==> src/hdl/acw_pkg.sv <==
package acw_pkg;

    // Default field widths
    localparam int SAMPLE_BITS_DEF = 16;
    localparam int TIME_BITS_DEF   = 32;

    // Register port geometry: one 64-bit register every 8 bytes
    localparam int PDATA_W  = 64;
    localparam int PADDR_W  = 6;
    localparam int ADDR_LSB = 3;
    localparam int IDX_W    = PADDR_W - ADDR_LSB;

    // Register field widths
    localparam int THR_SQ_W = 36;
    localparam int AXIS_W   = 15;
    localparam int MS_W     = 32;
    localparam int ROT_W    = 2;

    // Register indexes
    typedef enum logic [IDX_W-1:0] {
        REG_MOTION_THR_SQ = 3'd0,
        REG_AXIS_THR      = 3'd1,
        REG_DOM_MARGIN    = 3'd2,
        REG_DWELL_MS      = 3'd3,
        REG_TIMEOUT_MS    = 3'd4,
        REG_ROT_PRESET    = 3'd5
    } t_reg_idx;

    // Register reset values
    localparam logic [THR_SQ_W-1:0] RST_MOTION_THR_SQ = 36'd242064;
    localparam logic [AXIS_W-1:0]   RST_AXIS_THR      = 15'd2867;
    localparam logic [AXIS_W-1:0]   RST_DOM_MARGIN    = 15'd737;
    localparam logic [MS_W-1:0]     RST_DWELL_MS      = 32'd500;
    localparam logic [MS_W-1:0]     RST_TIMEOUT_MS    = 32'd1000;
    localparam logic [ROT_W-1:0]    RST_ROT_PRESET    = 2'd0;

    // Display rotation codes
    localparam logic [ROT_W-1:0] ROT_Y_POS = 2'd0;
    localparam logic [ROT_W-1:0] ROT_X_NEG = 2'd1;
    localparam logic [ROT_W-1:0] ROT_Y_NEG = 2'd2;
    localparam logic [ROT_W-1:0] ROT_X_POS = 2'd3;

    // Static settings seen by the datapath
    typedef struct packed {
        logic [THR_SQ_W-1:0] motion_thr_sq;
        logic [AXIS_W-1:0]   axis_thr;
        logic [AXIS_W-1:0]   dom_margin;
        logic [MS_W-1:0]     dwell_ms;
        logic [MS_W-1:0]     timeout_ms;
    } t_cfg;

    // Rotation preset write event
    typedef struct packed {
        logic             wr;
        logic [ROT_W-1:0] rot;
    } t_preset;

endpackage

==> src/hdl/acw_sample_if.sv <==
interface acw_sample_if #(
    parameter int SAMPLE_BITS = acw_pkg::SAMPLE_BITS_DEF,
    parameter int TIME_BITS   = acw_pkg::TIME_BITS_DEF
);
    logic                          valid;
    logic                          ready;
    logic signed [SAMPLE_BITS-1:0] accel_x;
    logic signed [SAMPLE_BITS-1:0] accel_y;
    logic signed [SAMPLE_BITS-1:0] accel_z;
    logic [TIME_BITS-1:0]          time_ms;

    modport source (output valid, accel_x, accel_y, accel_z, time_ms, input ready);
    modport sink   (input valid, accel_x, accel_y, accel_z, time_ms, output ready);
endinterface

==> src/hdl/acw_result_if.sv <==
interface acw_result_if;
    logic       valid;
    logic       ready;
    logic       wake;
    logic [1:0] rotation;
    logic       rot_adopted;

    modport source (output valid, wake, rotation, rot_adopted, input ready);
    modport sink   (input valid, wake, rotation, rot_adopted, output ready);
endinterface

==> src/hdl/accel_wake_and_orientation.sv <==
// The sample passes the input register, then the result register, before its
// result can transfer. Throughput: one sample per cycle while the result side
// does not stall; the detector state loop (reference, pending flag, candidate)
// closes combinationally from the input register into the state registers.
// Reset: synchronous, active low; state clears to zero and the registers load
// their defaults, no clearing pass.
module accel_wake_and_orientation #(
    parameter int SAMPLE_BITS = acw_pkg::SAMPLE_BITS_DEF,
    parameter int TIME_BITS   = acw_pkg::TIME_BITS_DEF
) (
    input  logic                         i_clk,
    input  logic                         i_rst_n,
    acw_sample_if.sink                   i_sample,
    acw_result_if.source                 o_result,
    input  logic                         psel,
    input  logic                         penable,
    input  logic                         pwrite,
    input  logic [acw_pkg::PADDR_W-1:0]  paddr,
    input  logic [acw_pkg::PDATA_W-1:0]  pwdata,
    output logic [acw_pkg::PDATA_W-1:0]  prdata,
    output logic                         pready
);
    import acw_pkg::*;

    t_cfg    cfg;
    t_preset preset;

    // Register file
    acw_cfg u_cfg (
        .i_clk    (i_clk),
        .i_rst_n  (i_rst_n),
        .psel     (psel),
        .penable  (penable),
        .pwrite   (pwrite),
        .paddr    (paddr),
        .pwdata   (pwdata),
        .prdata   (prdata),
        .pready   (pready),
        .o_cfg    (cfg),
        .o_preset (preset)
    );

    // Detector datapath
    acw_core #(
        .SAMPLE_BITS (SAMPLE_BITS),
        .TIME_BITS   (TIME_BITS)
    ) u_core (
        .i_clk    (i_clk),
        .i_rst_n  (i_rst_n),
        .i_cfg    (cfg),
        .i_preset (preset),
        .i_sample (i_sample),
        .o_result (o_result)
    );

endmodule

==> src/hdl/acw_cfg.sv <==
module acw_cfg (
    input  logic                         i_clk,
    input  logic                         i_rst_n,
    input  logic                         psel,
    input  logic                         penable,
    input  logic                         pwrite,
    input  logic [acw_pkg::PADDR_W-1:0]  paddr,
    input  logic [acw_pkg::PDATA_W-1:0]  pwdata,
    output logic [acw_pkg::PDATA_W-1:0]  prdata,
    output logic                         pready,
    output acw_pkg::t_cfg                o_cfg,
    output acw_pkg::t_preset             o_preset
);
    import acw_pkg::*;

    logic [THR_SQ_W-1:0] r_motion_thr_sq;
    logic [AXIS_W-1:0]   r_axis_thr;
    logic [AXIS_W-1:0]   r_dom_margin;
    logic [MS_W-1:0]     r_dwell_ms;
    logic [MS_W-1:0]     r_timeout_ms;
    logic [ROT_W-1:0]    r_rot_preset;

    logic     wr_en;
    t_reg_idx idx;

    assign pready = 1'b1;
    assign wr_en  = psel && penable && pwrite;
    assign idx    = t_reg_idx'(paddr[PADDR_W-1:ADDR_LSB]);

    // Register writes
    always_ff @(posedge i_clk) begin
        if (!i_rst_n) begin
            r_motion_thr_sq <= RST_MOTION_THR_SQ;
            r_axis_thr      <= RST_AXIS_THR;
            r_dom_margin    <= RST_DOM_MARGIN;
            r_dwell_ms      <= RST_DWELL_MS;
            r_timeout_ms    <= RST_TIMEOUT_MS;
            r_rot_preset    <= RST_ROT_PRESET;
        end else if (wr_en) begin
            unique case (idx)
                REG_MOTION_THR_SQ: r_motion_thr_sq <= pwdata[THR_SQ_W-1:0];
                REG_AXIS_THR:      r_axis_thr      <= pwdata[AXIS_W-1:0];
                REG_DOM_MARGIN:    r_dom_margin    <= pwdata[AXIS_W-1:0];
                REG_DWELL_MS:      r_dwell_ms      <= pwdata[MS_W-1:0];
                REG_TIMEOUT_MS:    r_timeout_ms    <= pwdata[MS_W-1:0];
                REG_ROT_PRESET:    r_rot_preset    <= pwdata[ROT_W-1:0];
                default: ;
            endcase
        end
    end

    // Read-back
    always_comb begin
        unique case (idx)
            REG_MOTION_THR_SQ: prdata = PDATA_W'(r_motion_thr_sq);
            REG_AXIS_THR:      prdata = PDATA_W'(r_axis_thr);
            REG_DOM_MARGIN:    prdata = PDATA_W'(r_dom_margin);
            REG_DWELL_MS:      prdata = PDATA_W'(r_dwell_ms);
            REG_TIMEOUT_MS:    prdata = PDATA_W'(r_timeout_ms);
            REG_ROT_PRESET:    prdata = PDATA_W'(r_rot_preset);
            default:           prdata = '0;
        endcase
    end

    assign o_cfg.motion_thr_sq = r_motion_thr_sq;
    assign o_cfg.axis_thr      = r_axis_thr;
    assign o_cfg.dom_margin    = r_dom_margin;
    assign o_cfg.dwell_ms      = r_dwell_ms;
    assign o_cfg.timeout_ms    = r_timeout_ms;

    // Preset acts on the datapath in the cycle of the write transfer
    assign o_preset.wr  = wr_en && (idx == REG_ROT_PRESET);
    assign o_preset.rot = pwdata[ROT_W-1:0];

endmodule

==> src/hdl/acw_core.sv <==
module acw_core #(
    parameter int SAMPLE_BITS = acw_pkg::SAMPLE_BITS_DEF,
    parameter int TIME_BITS   = acw_pkg::TIME_BITS_DEF
) (
    input  logic             i_clk,
    input  logic             i_rst_n,
    input  acw_pkg::t_cfg    i_cfg,
    input  acw_pkg::t_preset i_preset,
    acw_sample_if.sink       i_sample,
    acw_result_if.source     o_result
);
    import acw_pkg::*;

    localparam int SB = SAMPLE_BITS;
    localparam int TB = TIME_BITS;
    localparam int SQ_W = 2 * SB + 2;
    localparam int D_W  = SQ_W + 2;
    localparam int C_W  = (D_W > THR_SQ_W) ? D_W : THR_SQ_W;
    localparam int M_W  = ((SB > AXIS_W) ? SB : AXIS_W) + 1;

    // Input register
    logic                 r_in_vld;
    logic signed [SB-1:0] r_x, r_y, r_z;
    logic [TB-1:0]        r_t;

    // Result register
    logic             r_out_vld;
    logic             r_wake;
    logic [ROT_W-1:0] r_rot_out;
    logic             r_chg;

    // Detector state
    logic [TB-1:0]        r_last_time, n_last_time;
    logic                 r_have_last, n_have_last;
    logic signed [SB-1:0] r_ref_x, r_ref_y, r_ref_z;
    logic signed [SB-1:0] n_ref_x, n_ref_y, n_ref_z;
    logic                 r_have_ref, n_have_ref;
    logic                 r_pend, n_pend;
    logic [ROT_W-1:0]     r_cur_rot, n_cur_rot;
    logic                 r_cand_vld, n_cand_vld;
    logic [ROT_W-1:0]     r_cand_rot, n_cand_rot;
    logic [TB-1:0]        r_cand_since, n_cand_since;

    logic advance, in_ready;
    logic wake, chg;

    // Step intermediates
    logic [TB-1:0]        dt_last, dt_cand;
    logic                 timeout, pend_eff, cand_eff, have_ref_eff;
    logic signed [SB-1:0] ref_x_eff, ref_y_eff, ref_z_eff;
    logic signed [SB:0]   dx, dy, dz;
    logic [SB:0]          adx, ady, adz;
    logic [SQ_W-1:0]      sqx, sqy, sqz;
    logic [D_W-1:0]       dist_sq;
    logic                 moved;
    logic [SB-1:0]        ax, ay, az;
    logic                 x_dom, y_dom, prop_vld;
    logic [ROT_W-1:0]     prop_rot;

    // Handshake: the input stage moves on whenever the result register is empty or being taken
    assign advance        = r_in_vld && (!r_out_vld || o_result.ready);
    assign in_ready       = !r_in_vld || advance;
    assign i_sample.ready = in_ready;

    assign o_result.valid       = r_out_vld;
    assign o_result.wake        = r_wake;
    assign o_result.rotation    = r_rot_out;
    assign o_result.rot_adopted = r_chg;

    // Continuity check against the previous sample
    assign dt_last      = r_t - r_last_time;
    assign timeout      = r_have_last && (MS_W'(dt_last) >= i_cfg.timeout_ms);
    assign have_ref_eff = r_have_ref || timeout;
    assign pend_eff     = r_pend && !timeout;
    assign cand_eff     = r_cand_vld && !timeout;
    assign ref_x_eff    = timeout ? r_x : r_ref_x;
    assign ref_y_eff    = timeout ? r_y : r_ref_y;
    assign ref_z_eff    = timeout ? r_z : r_ref_z;

    // Squared distance from the reference
    assign dx   = $signed({r_x[SB-1], r_x}) - $signed({ref_x_eff[SB-1], ref_x_eff});
    assign dy   = $signed({r_y[SB-1], r_y}) - $signed({ref_y_eff[SB-1], ref_y_eff});
    assign dz   = $signed({r_z[SB-1], r_z}) - $signed({ref_z_eff[SB-1], ref_z_eff});
    assign adx  = dx[SB] ? (~dx + 1'b1) : dx;
    assign ady  = dy[SB] ? (~dy + 1'b1) : dy;
    assign adz  = dz[SB] ? (~dz + 1'b1) : dz;
    assign sqx  = adx * adx;
    assign sqy  = ady * ady;
    assign sqz  = adz * adz;
    assign dist_sq = {2'b00, sqx} + {2'b00, sqy} + {2'b00, sqz};
    assign moved = C_W'(dist_sq) >= C_W'(i_cfg.motion_thr_sq);

    // Axis dominance
    assign ax = r_x[SB-1] ? (~r_x + 1'b1) : r_x;
    assign ay = r_y[SB-1] ? (~r_y + 1'b1) : r_y;
    assign az = r_z[SB-1] ? (~r_z + 1'b1) : r_z;

    assign x_dom = (M_W'(ax) >= M_W'(i_cfg.axis_thr))
                && (M_W'(ax) >= M_W'(ay) + M_W'(i_cfg.dom_margin))
                && (M_W'(ax) >= M_W'(az) + M_W'(i_cfg.dom_margin));
    assign y_dom = (M_W'(ay) >= M_W'(i_cfg.axis_thr))
                && (M_W'(ay) >= M_W'(ax) + M_W'(i_cfg.dom_margin))
                && (M_W'(ay) >= M_W'(az) + M_W'(i_cfg.dom_margin));

    always_comb begin
        prop_vld = 1'b1;
        if (x_dom) begin
            prop_rot = (!r_x[SB-1] && (r_x != '0)) ? ROT_X_POS : ROT_X_NEG;
        end else if (y_dom) begin
            prop_rot = (!r_y[SB-1] && (r_y != '0)) ? ROT_Y_POS : ROT_Y_NEG;
        end else begin
            prop_vld = 1'b0;
            prop_rot = r_cur_rot;
        end
    end

    assign dt_cand = r_t - r_cand_since;

    // Next state for the sample in the input register
    always_comb begin
        n_last_time  = r_t;
        n_have_last  = 1'b1;
        n_ref_x      = ref_x_eff;
        n_ref_y      = ref_y_eff;
        n_ref_z      = ref_z_eff;
        n_have_ref   = have_ref_eff;
        n_pend       = pend_eff;
        n_cur_rot    = r_cur_rot;
        n_cand_vld   = cand_eff;
        n_cand_rot   = r_cand_rot;
        n_cand_since = r_cand_since;
        wake         = 1'b0;
        chg          = 1'b0;

        // Motion: first sample seeds the reference, two hits in a row wake
        if (!have_ref_eff) begin
            n_ref_x    = r_x;
            n_ref_y    = r_y;
            n_ref_z    = r_z;
            n_have_ref = 1'b1;
        end else if (!moved) begin
            n_pend = 1'b0;
        end else if (!pend_eff) begin
            n_pend = 1'b1;
        end else begin
            n_pend  = 1'b0;
            n_ref_x = r_x;
            n_ref_y = r_y;
            n_ref_z = r_z;
            wake    = 1'b1;
        end

        // Orientation: start a candidate, adopt it once the dwell has passed
        if (!prop_vld || (prop_rot == r_cur_rot)) begin
            n_cand_vld = 1'b0;
        end else if (!cand_eff || (prop_rot != r_cand_rot)) begin
            n_cand_vld   = 1'b1;
            n_cand_rot   = prop_rot;
            n_cand_since = r_t;
        end else if (MS_W'(dt_cand) >= i_cfg.dwell_ms) begin
            n_cur_rot  = prop_rot;
            n_cand_vld = 1'b0;
            chg        = 1'b1;
        end
    end

    // Control and detector state
    always_ff @(posedge i_clk) begin
        if (!i_rst_n) begin
            r_in_vld     <= 1'b0;
            r_out_vld    <= 1'b0;
            r_last_time  <= '0;
            r_have_last  <= 1'b0;
            r_ref_x      <= '0;
            r_ref_y      <= '0;
            r_ref_z      <= '0;
            r_have_ref   <= 1'b0;
            r_pend       <= 1'b0;
            r_cur_rot    <= '0;
            r_cand_vld   <= 1'b0;
            r_cand_rot   <= '0;
            r_cand_since <= '0;
        end else begin
            if (in_ready) begin
                r_in_vld <= i_sample.valid;
            end
            if (advance) begin
                r_out_vld    <= 1'b1;
                r_last_time  <= n_last_time;
                r_have_last  <= n_have_last;
                r_ref_x      <= n_ref_x;
                r_ref_y      <= n_ref_y;
                r_ref_z      <= n_ref_z;
                r_have_ref   <= n_have_ref;
                r_pend       <= n_pend;
                r_cur_rot    <= n_cur_rot;
                r_cand_vld   <= n_cand_vld;
                r_cand_rot   <= n_cand_rot;
                r_cand_since <= n_cand_since;
            end else if (o_result.ready) begin
                r_out_vld <= 1'b0;
            end
            // Preset: force the rotation, drop the candidate and the continuity
            if (i_preset.wr) begin
                r_cur_rot   <= i_preset.rot;
                r_cand_vld  <= 1'b0;
                r_have_last <= 1'b0;
            end
        end
    end

    // Payload registers
    always_ff @(posedge i_clk) begin
        if (in_ready && i_sample.valid) begin
            r_x <= i_sample.accel_x;
            r_y <= i_sample.accel_y;
            r_z <= i_sample.accel_z;
            r_t <= i_sample.time_ms;
        end
        if (advance) begin
            r_wake    <= wake;
            r_rot_out <= n_cur_rot;
            r_chg     <= chg;
        end
    end

endmodule

==> src/flat_wrapper.sv <==
// flat-port wrapper written by rule: the top's interface ports become plain ports
module accel_wake_and_orientation_flat import acw_pkg::*;
#(
    parameter int SAMPLE_BITS = acw_pkg::SAMPLE_BITS_DEF,
    parameter int TIME_BITS   = acw_pkg::TIME_BITS_DEF
)
  (i_clk, i_rst_n, psel, penable, pwrite, paddr, pwdata, prdata, pready, i_sample_valid, i_sample_accel_x, i_sample_accel_y, i_sample_accel_z, i_sample_time_ms, i_sample_ready, o_result_valid, o_result_wake, o_result_rotation, o_result_rot_adopted, o_result_ready);
  acw_sample_if #(.SAMPLE_BITS(SAMPLE_BITS), .TIME_BITS(TIME_BITS)) i_sample_i ();
  acw_result_if o_result_i ();
  input  logic i_clk;
  input  logic i_rst_n;
  input  logic psel;
  input  logic penable;
  input  logic pwrite;
  input  logic [acw_pkg::PADDR_W-1:0] paddr;
  input  logic [acw_pkg::PDATA_W-1:0] pwdata;
  output logic [acw_pkg::PDATA_W-1:0] prdata;
  output logic pready;
  input wire logic [$bits(i_sample_i.valid)-1:0] i_sample_valid;
  input wire logic [$bits(i_sample_i.accel_x)-1:0] i_sample_accel_x;
  input wire logic [$bits(i_sample_i.accel_y)-1:0] i_sample_accel_y;
  input wire logic [$bits(i_sample_i.accel_z)-1:0] i_sample_accel_z;
  input wire logic [$bits(i_sample_i.time_ms)-1:0] i_sample_time_ms;
  output wire logic [$bits(i_sample_i.ready)-1:0] i_sample_ready;
  output wire logic [$bits(o_result_i.valid)-1:0] o_result_valid;
  output wire logic [$bits(o_result_i.wake)-1:0] o_result_wake;
  output wire logic [$bits(o_result_i.rotation)-1:0] o_result_rotation;
  output wire logic [$bits(o_result_i.rot_adopted)-1:0] o_result_rot_adopted;
  input wire logic [$bits(o_result_i.ready)-1:0] o_result_ready;
  assign i_sample_i.valid = i_sample_valid;
  assign i_sample_i.accel_x = i_sample_accel_x;
  assign i_sample_i.accel_y = i_sample_accel_y;
  assign i_sample_i.accel_z = i_sample_accel_z;
  assign i_sample_i.time_ms = i_sample_time_ms;
  assign i_sample_ready = i_sample_i.ready;
  assign o_result_valid = o_result_i.valid;
  assign o_result_wake = o_result_i.wake;
  assign o_result_rotation = o_result_i.rotation;
  assign o_result_rot_adopted = o_result_i.rot_adopted;
  assign o_result_i.ready = o_result_ready;
  accel_wake_and_orientation #(.SAMPLE_BITS(SAMPLE_BITS), .TIME_BITS(TIME_BITS)) u_core (.i_clk(i_clk), .i_rst_n(i_rst_n), .i_sample(i_sample_i), .o_result(o_result_i), .psel(psel), .penable(penable), .pwrite(pwrite), .paddr(paddr), .pwdata(pwdata), .prdata(prdata), .pready(pready));
endmodule
==> config.mk <==
export PLATFORM = sky130hd
export DESIGN_NAME = accel_wake_and_orientation_flat
export DESIGN_NICKNAME = d
export VERILOG_FILES = /design/src/hdl/acw_pkg.sv /design/src/hdl/acw_sample_if.sv /design/src/hdl/acw_result_if.sv /design/src/hdl/accel_wake_and_orientation.sv /design/src/hdl/acw_cfg.sv /design/src/hdl/acw_core.sv /design/src/flat_wrapper.sv
export SDC_FILE = /design/constraint.sdc
export NUM_CORES = 2
export LEC_CHECK = 0
export BUFFER_PORTS_ARGS = -buffer_cell sky130_fd_sc_hd__buf_2
export CORE_ASPECT_RATIO = 0.6
export CORE_MARGIN = 1.5
export CORE_UTILIZATION = 30
export DETAILED_ROUTE_END_ITERATION = 7
export HOLD_SLACK_MARGIN = 0.02
export PLACE_DENSITY = 0.53
export SYNTH_ARGS = -nofsm -noshare
export SYNTH_HDL_FRONTEND = slang
export SYNTH_SLANG_ARGS = --single-unit
==> constraint.sdc <==
create_clock -name i_clk -period 46.2 [get_ports i_clk]
set_clock_uncertainty 0.15 [all_clocks]
set_input_delay 6.93 -clock i_clk [delete_from_list [all_inputs] [get_ports i_clk]]
set_output_delay 6.93 -clock i_clk [all_outputs]
set_load 0.02 [all_outputs]
Word level (Yosys, flattened, before mapping). Index checks and enable logic that the tools add are counted.

Output and inout bits: 71. Word-level logic and storage cells: 150. Input bits: 157. Register bits: 338.

Add/sub/neg operators: 16. Reductions and logical operators: 41. $lt $le $gt $ge: 9. Muxes and demuxes: 40. Equal/unequal tests: 7. $mul: 3. Bitwise operators: 8.

Operators by type and width (count): $mux W16 (15); $pmux W36 S6 (1); $mul A17 B17 Y34 (3); $ge A16 B17 Y1 (4); $ge A32 B32 Y1 (2); $sub A32 B32 Y32 (2); $add A16 B15 Y17 (3); $add A17 B1 Y17 const B (3); $mux W17 (3); $not A17 Y17 (3); $sub A16 B16 Y17 (3); $add A16 B1 Y16 const B (3); $not A16 Y16 (3); $add A35 B34 Y36 (1); $ge A36 B36 Y1 (1); $add A34 B34 Y35 (1); $ge A16 B15 Y1 (2); $reduce_bool A16 Y1 (2); $mux W2 (9); $logic_and A1 B1 Y1 (14); $reduce_and A2 Y1 (7); $mux W1 (12); $logic_not A1 Y1 (7); $eq A3 B2 Y1 const B (2); other kinds (10) (18).

Longest topological paths before layout.
Depth in word-level cells: 15. Depth in mapped cells: 90. Gate-level depth less buffers: 85.

Hierarchy. From an unflattened synthesis, not the netlist that was laid out.

Cell total of the unflattened synthesis: 5930. Area total of the unflattened synthesis: 52791.9 um^2.

By module, submodules not included: acw_core (cells each 5245, sequential area each 4964.8 um^2, area an instance 46555.9 um^2, instances 1); acw_cfg (cells each 685, sequential area each 2642.5 um^2, area an instance 6236.0 um^2, instances 1).

Worst setup path before layout. OpenSTA, ideal clock, no wires.

Path type: flip-flop to flip-flop. Start: register u_core.u_core.r_t[0] (netlist: u_core.u_core.n_last_time[0]). End: register u_core.u_core.r_ref_x[0]. Clock period less this slack: 19259 ps. Slack: 26941 ps. Setup time: 128 ps. Arrival: 18981 ps. Stages on the path, launching flop included: 87. Required time: 45922 ps. Path buffers: 6. Path through: edfxtp_1 > inv_1 > ha_1 > inv_1 > fa_1 > a21o_1 > a21oi_1 > o21bai_1 > a21oi_1 > o21bai_1 > a21oi_1 > a211oi_1 > or3_1 > a41o_1 > a311oi_1 > nor2b_1 > a221oi_1 > xnor2_1 > [... 51 more ...] > a311oi_1 > nor2b_1 > o32ai_1 > o2111ai_1 > a21oi_1 > xnor2_1 > ha_1 > nand4_1 > nor2_1 > nand4_1 > and4_1 > o21ai_0 > nand3_1 > a31oi_1 > clkbuf_1 > buf_1 > mux2i_1 > nor2_1.

Longest elaborated chain between the ends: 14. Elaborated cells between the ends (all ways): 30. Those cells by class: add/sub (9); mul (3); order compare (2); mux (9); bitwise (3); reduce/logical (4).

RTL lines: start: declaration (line acw_core.sv:24) `logic [TB-1:0] r_t;`; start signal: assignment (line acw_core.sv:218) `r_t <= i_sample.time_ms;`; $sub A32 B32 Y32 * (line acw_core.sv:71) `assign dt_last = r_t - r_last_time;`; $ge A32 B32 Y1 * (line acw_core.sv:72) `assign timeout = r_have_last && (MS_W'(dt_last) >= i_cfg.timeout_ms);`; $logic_and A1 B1 Y1 * (line acw_core.sv:72); $mux W16 (on tied branches) (line acw_core.sv:76, acw_core.sv:77); $sub A16 B16 Y17 (on tied branches) (line acw_core.sv:81, acw_core.sv:82); $not A17 Y17 (on tied branches) (line acw_core.sv:84, acw_core.sv:85); $add A17 B1 Y17 (on tied branches) (line acw_core.sv:84, acw_core.sv:85); $mux W17 (on tied branches) (line acw_core.sv:84, acw_core.sv:85); $mul A17 B17 Y34 (on tied branches) (line acw_core.sv:87, acw_core.sv:88); $add A34 B34 Y35 (line acw_core.sv:90) `assign dist_sq = {2'b00, sqx} + {2'b00, sqy} + {2'b00, sqz};`; $add A35 B34 Y36 (line acw_core.sv:90); $ge A36 B36 Y1 (line acw_core.sv:91) `assign moved = C_W'(dist_sq) >= C_W'(i_cfg.motion_thr_sq);`; $mux W16 (line acw_core.sv:141) `end else if (!moved) begin`; $mux W16 * (line acw_core.sv:136) `if (!have_ref_eff) begin`; end signal: assignment (line acw_core.sv:191) `r_ref_x <= n_ref_x;`; end: declaration (line acw_core.sv:35) `logic signed [SB-1:0] r_ref_x, r_ref_y, r_ref_z;`.

Every way passes the cells marked *; elsewhere a longest branch is shown, timed or not. A chain may end at the register's enable or synchronous reset.

Worst setup path after layout.
Start: register u_core.u_core.r_t[0] (netlist: u_core.u_core.n_last_time[0]). End: register u_core.u_core.r_ref_z[5].

Longest elaborated chain between the ends: 14. Elaborated cells between the ends (all ways): 30. Those cells by class: add/sub (9); mul (3); order compare (2); mux (9); bitwise (3); reduce/logical (4).

RTL lines: $sub A32 B32 Y32 * (line acw_core.sv:71); $ge A32 B32 Y1 * (line acw_core.sv:72); $logic_and A1 B1 Y1 * (line acw_core.sv:72); $mux W16 (on tied branches) (line acw_core.sv:76, acw_core.sv:77); $sub A16 B16 Y17 (on tied branches) (line acw_core.sv:81, acw_core.sv:82); $not A17 Y17 (on tied branches) (line acw_core.sv:84, acw_core.sv:85); $add A17 B1 Y17 (on tied branches) (line acw_core.sv:84, acw_core.sv:85); $mux W17 (on tied branches) (line acw_core.sv:84, acw_core.sv:85); $mul A17 B17 Y34 (on tied branches) (line acw_core.sv:87, acw_core.sv:88); $add A34 B34 Y35 (line acw_core.sv:90); $add A35 B34 Y36 (line acw_core.sv:90); $ge A36 B36 Y1 (line acw_core.sv:91); $mux W16 (line acw_core.sv:141); $mux W16 * (line acw_core.sv:136); end signal: assignment (line acw_core.sv:193) `r_ref_z <= n_ref_z;`; end: declaration (line acw_core.sv:35).

Marks and branches as above.

==> impl_metrics.env <==
export IMPL_crit_cells=77
export IMPL_wl_per_cell_um=20.6
export IMPL_crit_buf_inv=12
export IMPL_synthMuxAreaShare=0.0255
export IMPL_synth_warnings=0
export IMPL_synth_ff_type="dfxtp_1"
export IMPL_synth_cell_area_mm2=0.0518
export IMPL_grt_usage=0.196
export IMPL_slew_headroom=0.0524
export IMPL_hpwl_um=148000
export IMPL_nFillCells=17800
export IMPL_yosys_register_bits=338
export IMPL_area_delta_synth_final_pct=9.37
export IMPL_synth_xor_area_share=0.0434
export IMPL_hold_violations=0
export IMPL_setup_ws_ns=22.64
export IMPL_grt_max_degree=116
export IMPL_clkLatencyLatePin_ns=0.61
export IMPL_cpPeakStageDelay_ns=0.89
export IMPL_cts_resized=0
export IMPL_setup_viol=0
export IMPL_worstSetupPathType="register to register"
export IMPL_first_global_vias=40100
export IMPL_cts_buffers=36
export IMPL_syn_area_per_cell_um2=8.65
export IMPL_arrival_ns=23.85
export IMPL_antenna_found_initial=11
export IMPL_drt_iter0_markers=3752
export IMPL_initial_core_util=0.304
export IMPL_cp_max_fo=43
export IMPL_whs_ns=0.305
export IMPL_hold_path_cell_count=2
export IMPL_htreeDepth=2
export IMPL_crit_family="compound AO/OA/AOI/OAI gates"
export IMPL_synthArstFlopShare=0
export IMPL_final_max_slew_viol_count=0
export IMPL_num_rows=117
export IMPL_holdCritPathClass="register to register"
export IMPL_nets=7642
export IMPL_cts_setup_buffers=0
export IMPL_viasPerCell=4.90
export IMPL_placed_area_mm2=0.0555
export IMPL_syn_inst=5986
export IMPL_die_area_mm2=0.175
export IMPL_cts_buffer_depth=3
export IMPL_yosysSeqAreaShare=0.147
export IMPL_io_buffer_count=167
export IMPL_start_kind="register"
export IMPL_gp_congestion=0.957
export IMPL_gr_total_overflow=0
export IMPL_pre_cts_ws_ns=22.89
export IMPL_worstPathRequired_ns=46.49
export IMPL_cp_common_cell="inv_1"
export IMPL_ys_types=104
export IMPL_status="complete, no violations"
export IMPL_tightest_slew_ns=1.39
export IMPL_diodes=0
export IMPL_synth_adder_area_share=0.429
export IMPL_r2r_slack_ns=22.64
export IMPL_cts_sinks=338
export IMPL_die_w_um=539
export IMPL_drt_pass1_iterations=6
export IMPL_synth_top_family_by_area="adder cells"
export IMPL_final_common_cell="inv_1"
export IMPL_setup_tns_ns=0
export IMPL_cts_tree="built"
export IMPL_vias=41300
export IMPL_drive_gt1_frac=0.0626
export IMPL_synthSimpleGateAreaFrac=0.139
export IMPL_cap_violations=0
export IMPL_synth_edf_count=84
export IMPL_r2r_cells=77
export IMPL_wirelength_um=173000
export IMPL_io_pins=228
export IMPL_die_y_um=325
export IMPL_synth_compound_area_share=0.110
export IMPL_stdcell_area_mm2=0.0567
export IMPL_grt_pass1_wl_um=261000
export IMPL_cp_end_kind="register"
export IMPL_crit_slowest_cell="o41ai_1"
export IMPL_postRouteAntennaNets=0
export IMPL_cts_hold_buf=0
export IMPL_rsz0062_at_grt="false"
export IMPL_core_mm2=0.171
export IMPL_cts_root_buf="clkbuf_16"
export IMPL_finalCriticalPeriod_ns=23.56
export IMPL_drc=0
export IMPL_clk_pin_slew_worst_paths_ns=0.06
export IMPL_fin_crit_sh=0.510
export IMPL_final_cell_mix="inv_1, fa_1, nand2_1"
export IMPL_fmax_ghz=0.0424
## routing by layer
metal	track usage	up-vias	wire length [um]
li1	-	19400	-
met1	0.331	20200	92600
met2	0.234	1571	59300
met3	0.0588	129	19500
met4	0.0239	8	1960
met5	0	-	46
## path summary, 6_finish.rpt
check | start | to
min | u_core.u_core.r_last_time[18]$_SDFFE_PN0P_ | u_core.u_core.r_last_time[18]$_SDFFE_PN0P_
min reg2reg | u_core.u_core.r_last_time[18]$_SDFFE_PN0P_ | u_core.u_core.r_last_time[18]$_SDFFE_PN0P_
max reg2reg | u_core.u_core.n_last_time[0]$_DFFE_PP_ | u_core.u_core.r_ref_z[5]$_SDFFE_PN0P_
max | u_core.u_core.n_last_time[0]$_DFFE_PP_ | u_core.u_core.r_ref_z[5]$_SDFFE_PN0P_
## layout make-up
| cell class | count | area, um^2 | area share |
|---|---|---|---|
| multi-input cells | 4291 | 39000 | 0.689 |
| flip-flops and latches | 338 | 7610 | 0.134 |
| inverters | 1232 | 4630 | 0.0817 |
| well taps | 2261 | 2830 | 0.0499 |
| repair buffers | 239 | 1380 | 0.0243 |
| clock buffers | 49 | 1030 | 0.0182 |
| clock inverters | 15 | 153 | 0.00269 |
## cells by family after synthesis
family,count (synthesis)
AOI/OAI and AO/OA,896
xor gates and xnor gates,251
adders and majority gates,1348
buffers and inverters,1420
DFF,338
muxes,128
other,2
and+or+nand+nor,1603
## through the flow
step / std cells / util
floorplan: 6049 / -
global placement: 8361 / 0.325
global route: 8425 / 0.332
detailed placement: 8361 / 0.325
finish: 8425 / 0.332
CTS: 8425 / 0.332
## synthesized netlist by cell type, types with 30 or more instances
| master | n | area, um^2 |
|---|---|---|
| dfxtp_1 | 254 | 5080 |
| ha_1 | 635 | 7950 |
| nor2_1 | 421 | 1580 |
| or3_1 | 42 | 263 |
| fa_1 | 712 | 14300 |
| xnor2_1 | 179 | 1570 |
| o211ai_1 | 34 | 255 |
| nand4_1 | 35 | 219 |
| buf_4 | 30 | 225 |
| a21oi_1 | 311 | 1560 |
| o21ai_0 | 163 | 816 |
| a21o_1 | 92 | 691 |
| nand2_1 | 690 | 2590 |
| clkbuf_1 | 114 | 428 |
| nor3_1 | 55 | 275 |
| nor2b_1 | 60 | 375 |
| inv_1 | 1208 | 4530 |
| mux2i_1 | 116 | 1160 |
| edfxtp_1 | 84 | 2520 |
| nand3_1 | 115 | 576 |
| nand2b_1 | 62 | 388 |
| xor2_1 | 65 | 569 |
## worst min-delay path: stages (launching register included)
cell and delay [ns]:
dfxtp_1 0.31, nand2_1 0.05, a21oi_1 0.05
## flip-flops by register name, indices dropped and copies added (netlist names), 2 cells and up
signal and flops:
u_core.u_cfg.r_timeout_ms 32, u_core.u_cfg.r_axis_thr 15, u_core.u_core.r_ref_z 16, u_core.u_core.r_z 16
u_core.u_core.r_ref_x 16, u_core.u_cfg.r_dwell_ms 32, u_core.u_core.r_ref_y 16, u_core.u_core.n_last_time 32
u_core.u_cfg.r_dom_margin 15, u_core.u_cfg.r_rot_preset 2, u_core.u_core.r_cand_since 32, u_core.u_core.r_x 16
u_core.u_core.r_y 16, u_core.u_cfg.r_motion_thr_sq 36, u_core.u_core.o_result.rotation 2, u_core.u_core.r_last_time 32
u_core.u_core.r_cand_rot 2, u_core.u_core.r_cur_rot 2
Power is left out: the tool's default activity adds up to more than one toggle a clock period on the data nets, which glitch-free logic cannot reach.
